## config.mk

```make
export PLATFORM = sky130hd
export DESIGN_NAME = kfp_div
export DESIGN_NICKNAME = d
export VERILOG_FILES = /design/src/hdl/kfp_pkg.sv /design/src/hdl/kfp_div.sv
export SDC_FILE = /design/constraint.sdc
export NUM_CORES = 1
export LEC_CHECK = 0
export ABC_AREA = 1
export BUFFER_PORTS_ARGS = -buffer_cell sky130_fd_sc_hd__buf_2
export CORE_UTILIZATION = 55
export CTS_CLUSTER_DIAMETER = 200
export DETAILED_ROUTE_END_ITERATION = 12
export HOLD_SLACK_MARGIN = 0.06
export PLACE_DENSITY = 0.79
export REMOVE_ABC_BUFFERS = 1
export SETUP_SLACK_MARGIN = 0.4
export SLEW_MARGIN = 10
export SYNTH_ARGS = -nofsm -noshare
export SYNTH_HDL_FRONTEND = slang
export SYNTH_SLANG_ARGS = --single-unit
```

## constraint.sdc

```tcl
create_clock -name clk -period 3.3 [get_ports clk]
set_input_delay 0.165 -clock clk [delete_from_list [all_inputs] [get_ports clk]]
set_output_delay 0.165 -clock clk [all_outputs]
set_load 0.005 [all_outputs]
```

## src/hdl/kfp_pkg.sv

```systemverilog
// Package: shared types and constants of the flux bitcell tracker.
package kfp_pkg;

  // Sequencer states
  typedef enum logic [4:0] {
    S_IDLE, S_RUN, S_PB_S, S_PB_W, S_TST_MUL, S_TST, S_GAIN, S_SHIFT,
    S_K_S, S_K_W, S_EXP_MUL, S_MAG, S_CORR_MUL, S_CORR_S, S_CORR_W, S_UPD,
    S_VAR_LO, S_VAR_HI, S_VAR_FIN, S_HWR, S_SUM_RD, S_SUM_ACC, S_MEAN_S,
    S_MEAN_W, S_SPR_RD, S_SPR_MUL, S_SPR_ACC, S_SPR_S, S_SPR_W, S_DONE
  } state_t;

  // Configuration register indexes
  localparam logic [1:0] CFG_INIT_CELL = 2'd0;
  localparam logic [1:0] CFG_INIT_VAR  = 2'd1;
  localparam logic [1:0] CFG_PROC_NSE  = 2'd2;
  localparam logic [1:0] CFG_MEAS_NSE  = 2'd3;

  localparam int HIST_DEPTH  = 16;
  localparam int HIST_AW     = 4;
  localparam int FILL_W      = 5;
  localparam int MAX_RUN     = 5;
  localparam int MIN_FILL    = 4;
  localparam int MIN_CELL_NS = 1500;
  localparam int MAX_CELL_NS = 5000;

  // Shared divider geometry
  localparam int DIV_NW = 53;
  localparam int DIV_DW = 33;

  localparam logic [47:0] MASK48 = 48'hFFFF_FFFF_FFFF;

endpackage

```

## src/hdl/kfp_div.sv

```systemverilog
// Shared restoring divider, one quotient bit per cycle.
module kfp_div (
  input  logic                        clk,
  input  logic                        rst_n,
  input  logic                        start,
  input  logic [kfp_pkg::DIV_NW-1:0]  dividend,
  input  logic [kfp_pkg::DIV_DW-1:0]  divisor,
  output logic                        done,
  output logic [kfp_pkg::DIV_NW-1:0]  quotient
);

  localparam int CW = $clog2(kfp_pkg::DIV_NW);

  logic                       run_r;
  logic                       done_r;
  logic [CW-1:0]              cnt_r;
  logic [kfp_pkg::DIV_DW-1:0] rem_r;
  logic [kfp_pkg::DIV_DW-1:0] div_r;
  logic [kfp_pkg::DIV_NW-1:0] quo_r;
  logic [kfp_pkg::DIV_DW:0]   trial;
  logic                       fits;

  // Partial remainder with the next dividend bit shifted in
  always_comb begin
    trial = {rem_r, quo_r[kfp_pkg::DIV_NW-1]};
    fits  = (trial >= {1'b0, div_r});
  end

  // Control
  always_ff @(posedge clk) begin
    if (!rst_n) begin
      run_r  <= 1'b0;
      done_r <= 1'b0;
      cnt_r  <= '0;
    end else begin
      done_r <= 1'b0;
      if (start) begin
        run_r <= 1'b1;
        cnt_r <= CW'(kfp_pkg::DIV_NW - 1);
      end else if (run_r) begin
        cnt_r <= cnt_r - 1'b1;
        if (cnt_r == '0) begin
          run_r  <= 1'b0;
          done_r <= 1'b1;
        end
      end
    end
  end

  // Datapath
  always_ff @(posedge clk) begin
    if (start) begin
      rem_r <= '0;
      div_r <= divisor;
      quo_r <= dividend;
    end else if (run_r) begin
      rem_r <= fits ? kfp_pkg::DIV_DW'(trial - {1'b0, div_r})
                    : trial[kfp_pkg::DIV_DW-1:0];
      quo_r <= {quo_r[kfp_pkg::DIV_NW-2:0], fits};
    end
  end

  assign done     = done_r;
  assign quotient = quo_r;

endmodule

```

== Word level (Yosys, flattened, before mapping) ==
Index checks and enable logic that the tools add are counted.

* Register bits after elaboration: 127
* Input bits: 89

* $add $sub $neg: 2
* $lt $le $gt $ge: 1
* Mux-type cells: 9
* Bitwise gates (word level): 2
* Reductions and logical operators: 4

{| class="wikitable"
|+ Operators by type and width
! operator !! count
|-
| $mux W53 || 2
|-
| $ge A34 B33 Y1 || 1
|-
| $mux W33 || 1
|-
| $sub A33 B33 Y33 || 1
|-
| $mux W6 || 2
|-
| $logic_not A6 Y1 || 1
|-
| $sub A6 B1 Y6 const B || 1
|-
| $mux W1 || 4
|-
| $reduce_or A3 Y1 || 1
|-
| $not A1 Y1 || 2
|-
| $reduce_bool A2 Y1 || 1
|-
| $reduce_or A2 Y1 || 1
|}

== Logic depth before layout (Yosys ltp) ==
* Depth in word-level cells: 4
* Depth in mapped cells: 17
* Mapped depth without buffers: 16

== Least setup slack after synthesis ==
Ideal clock, no wire load.

* Path type: register -> register
* Start point: register run_r
* End point: register quo_r (netlist bit quotient[0]) (enable)
* Setup time: 439 ps
* Arrival time: 2253 ps
* Required time: 2861 ps
* Slack: 608 ps
* Stages on the path, launching flop included: 4
* Buffers on the path: 1
* Cell sequence: dfxtp_1 > nor2_1 > inv_1 > clkbuf_1

* Longest elaborated chain between the ends: 1

{| class="wikitable"
|+ Ends and longest elaborated chain
! element !! line !! source
|-
| from (decl) || kfp_div.sv:14 || <nowiki>logic run_r;</nowiki>
|-
| from (signal assigned) || kfp_div.sv:32 || <nowiki>run_r <= 1'b0;</nowiki>
|-
| from (signal assigned) || kfp_div.sv:38 || <nowiki>run_r <= 1'b1;</nowiki>
|-
| from (signal assigned) || kfp_div.sv:43 || <nowiki>run_r <= 1'b0;</nowiki>
|-
| $reduce_bool A2 Y1 (no line) || n/a ||
|-
| to (signal assigned) || kfp_div.sv:55 || <nowiki>quo_r <= dividend;</nowiki>
|-
| to (signal assigned) || kfp_div.sv:59 || <nowiki>quo_r <= {quo_r[kfp_pkg::DIV_NW-2:0], fits};</nowiki>
|-
| to (decl) || kfp_div.sv:19 || <nowiki>logic [kfp_pkg::DIV_NW-1:0] quo_r;</nowiki>
|}

Every way passes these cells.
A chain may end at the register's enable or synchronous reset.

== Final worst setup path ==
* Start point: register quo_r (netlist bit quotient[52])
* End point: register rem_r[9] (netlist name)

* Longest elaborated chain between the ends: 2
* Elaborated cells on any way between the ends: 3
* Those cells by class: add/sub: 1; order compare: 1; mux: 1

{| class="wikitable"
|+ Ends and longest elaborated chain
! element !! line !! source
|-
| $sub A33 B33 Y33 or $ge A34 B33 Y1 (tied branches) || kfp_div.sv:57, kfp_div.sv:26 ||
|-
| $mux W33 * || kfp_div.sv:57 || <nowiki>rem_r <= fits ? kfp_pkg::DIV_DW'(trial - {1'b0, div_r})</nowiki>
|-
| to (signal assigned) || kfp_div.sv:57 ||
|-
| to (decl) || kfp_div.sv:17 || <nowiki>logic [kfp_pkg::DIV_DW-1:0] rem_r;</nowiki>
|}

Every way passes the cells marked *; elsewhere a longest branch is shown, timed or not.

==> key figures <==
Outcome
  • Outcome: completed

Setup path
  • CP cell instances: inv_1, ha_1, inv_1, fa_1, nand3_1, nand3_2, nand2_1, nand2_2, nand2_4, nand2_8, nand2_1, nand3_1, o21ai_1
  • Critical Path RT: ~3700 ps
  • Startpoint Class: flip-flop
  • R2r worst-path depth: 13
  • Flop2flop setup slack: 720 ps
  • Crit-path leading delay family: simple AND/OR/NAND/NOR gates
  • Buffer and inverter count on the worst path: 2
  • Critical path class: flip-flop to flip-flop
  • Reg-to-Reg Start: quotient[52]
  • CP max stage delay: around 440 ps
  • Worst Path Arrival: 2930 ps
  • Critical Path Fanout Max: 36
  • RR Endpoint: rem_r[9]
  • Critical-path top delay cell: fa_1
  • Crit. End Element: flip-flop

Floorplan
  • Die area: 15100 µm²
  • Die height: roughly 120 µm
  • Starting Density: 57.2%
  • Boundary Pins: 143
  • # rows: 43
  • Die width: 123 µm
  • Core area: 14000 µm²

Clock tree
  • Insertion delay to the later sink of the worst-skew pair: 430 ps
  • CTS H-tree lvls: 4
  • Post-CTS Setup Repair Bufs: 0
  • Hold_buf cts: 86
  • Root Driver: clkbuf_16
  • Clock buffer depth: 2
  • Resize count post-CTS: 0
  • Total CTS buffers: 17
  • Clock transition at the registers of the reported paths: around 50 ps
  • Clock sink count: 127
  • CTS tree: yes

Final layout
  • Area of the multi-input gates: 3740 µm²
  • Proportion of layout cells with a drive suffix above 1: ~16%
  • Most common cell after layout, fill and taps aside: nand2_1
  • Synth-to-layout area growth: 28.3%
  • Antenna cells: 0
  • Final non-filler cell total: 1535
  • Fin nets: 1467
  • Commonest cells after routing, fill and taps aside: 474 x nand2_1, 181 x inv_1, 141 x buf_2, 86 x edfxtp_1, 86 x dlygate4sd3_1
  • Register area: 3400 µm²
  • Filler cell count: 1097

Logic synthesis
  • Post-synth EDFFs: 86
  • Main synth FF type: edfxtp_1
  • Synth cell types: 39
  • Mapped Cells: 1117
  • Synthesized area: 8030 µm²
  • Synth warnings: 0
  • Mean Syn Cell Area: 7.19 µm²
  • Asr flop ratio synth: 0%
  • Post-synthesis sequential area ratio: 42.4%
  • Yosys reg bits: 127

Placement
  • Place WS: 749 ps
  • Final RePlAce weighted congestion: 0.950
  • Final HPWL DP: 13600 µm
  • Cell Count Post-Placement: 1417
  • IO Port Bufs: 142

Timing
  • Pins Over Slew Limit: 0
  • Fin crit share: roughly four fifths
  • RSZ-0062 raised after global routing: no
  • Max Fclk: 0.387 GHz
  • Setup violators final: 0
  • Worst setup margin: 719 ps
  • Worst-Margin Slew: 673 ps
  • TNS Setup: 0 ps
  • Max_slew headroom: 55.1%
  • Final hold vios: 0
  • Final Critical Period: 2580 ps
  • Clk_skew: 15.5 ps

Global route
  • First-pass GRT wire length: 35300 µm
  • Initial antenna violation count: 0
  • Largest net degree at the start of global routing: 65
  • Vias in the first global route: 7556
  • GRT Util Overall: 30.4%
  • Grt total ovfl: 0

Power and ir drop
  • Clock share of power: 42.8%
  • VDD IR max: 0.390 mV
  • Seq pwr share: 43.4%
  • Logic gate share of total power: around 14%
  • Internal power: 3.24 mW
  • Total power: 4.38 mW
  • PD cells: 425 nW/µm²
  • Leak: 5.52 nW
  • Switching power: 1.14 mW
  • Sw Share: 25.9%

Route
  • Iter 0 DRT Violations: between 500 and 600
  • Via count: 7669
  • Post-route ant nets: 0
  • Final wirelength: roughly 21000 µm
  • Drt via density: around 5.0
  • Routed len/inst: 13.8 µm
  • Drt pass-1 iters: 5
  • Remaining DRCs: 0

Min path
  • Worst hold-check path type: primary input to flip-flop
  • Hold path startpoint: dividend[0]
  • Hold Crit Endpoint: quotient[0]
  • Worst Hold Depth: 3

Job
  • Max cap viols: 0
[state kept, by name, summed over array words and instances (netlist names)]
signal / flops
div_r: 33
quotient: 53
rem_r: 33
cnt_r: 6
run_r: 1
done: 1
[kinds of logic (layout without fill, tap and decap cells)]
logic type / Yosys count / count (layout) / share of synthesized area [%]
AO/OA/AOI/OAI: 51 / 51 / 3.47
XOR/XNOR: 17 / 17 / 1.85
adder cells (fa/ha/maj): 36 / 36 / 5.70
buffers and inverters: 220 / 458 / 11.1
flip-flops: 127 / 127 / 42.4
AND/OR/NAND/NOR: 666 / 666 / 35.5
[Yosys cell counts (6+ instances only)]
cell      number  area share (%)
a21oi_1       26             1.6
and2_1         8            0.62
clkbuf_1      12            0.56
dfxtp_1       41              10
edfxtp_1      86              32
ha_1          35             5.5
inv_1        183             8.6
inv_2         10            0.47
nand2_1      474              22
nand2_2       11            0.86
nand3_1       85             5.3
nand3b_1      13             1.2
nand4_1        8            0.62
nor2_1        43             2.0
o21ai_1       10            0.62
o21bai_1       6            0.56
xnor2_1       16             1.7
[layer usage]
layer / up-vias / global-route usage (%) / wire length (µm)
li1: 3919 / - / -
met1: 3416 / 38.3 / 9160
met2: 292 / 51.1 / 9980
met3: 42 / 7.25 / 1510
met4: 0 / 9.76 / 461
met5: - / 0 / 0
[power groups by stage]
stage | clock network (mW) | logic (mW) | registers, mW
global route | 1.96 | 0.671 | 1.91
CTS | 1.88 | 0.585 | 1.89
global placement | 0 | 0.497 | 1.92
detailed placement | 0 | 0.505 | 1.92
finish | 1.88 | 0.603 | 1.90
floorplan | 0 | 0.274 | 1.93
[layout make-up]
class | instances | share of cell area, %
inverters | 193 | 7.03
multi-input cells | 770 | 36.3
well taps | 180 | 2.19
clock buffers | 20 | 4.34
repair buffers | 233 | 15.8
clock inverters | 12 | 1.32
flip-flops and latches | 127 | 33.0
[worst reg2reg max path, stage by stage, from the launching register on]
cell,delay (ps)
edfxtp_1,370
inv_1,90
ha_1,150
inv_1,80
fa_1,440
nand3_1,130
nand3_2,110
nand2_1,110
nand2_2,80
nand2_4,370
nand2_8,280
nand2_1,150
nand3_1,90
o21ai_1,90
[worst max-delay path by stage]
stage,cells past startpoint,start,slack [ps],endpoint
after floorplan,2,run_r,620,quotient[0]
after global placement,13,quotient[52],880,rem_r[0]
after detailed placement,13,quotient[52],750,rem_r[9]
after CTS,13,quotient[52],710,rem_r[9]
after global routing,13,quotient[52],480,rem_r[0]
final,13,quotient[52],720,rem_r[9]
[metrics by stage]
step | utilization (%) | hold slack (ps) | area [µm²]
after global routing | 73.4 | 140 | 10300
after floorplan | - | 264 | 7870
after global placement | 63.1 | 342 | 8860
final | 73.4 | 125 | 10300
after CTS | 73.4 | 122 | 10300
after detailed placement | 63.1 | 343 | 8860
Power figures use the tool's default switching activity.
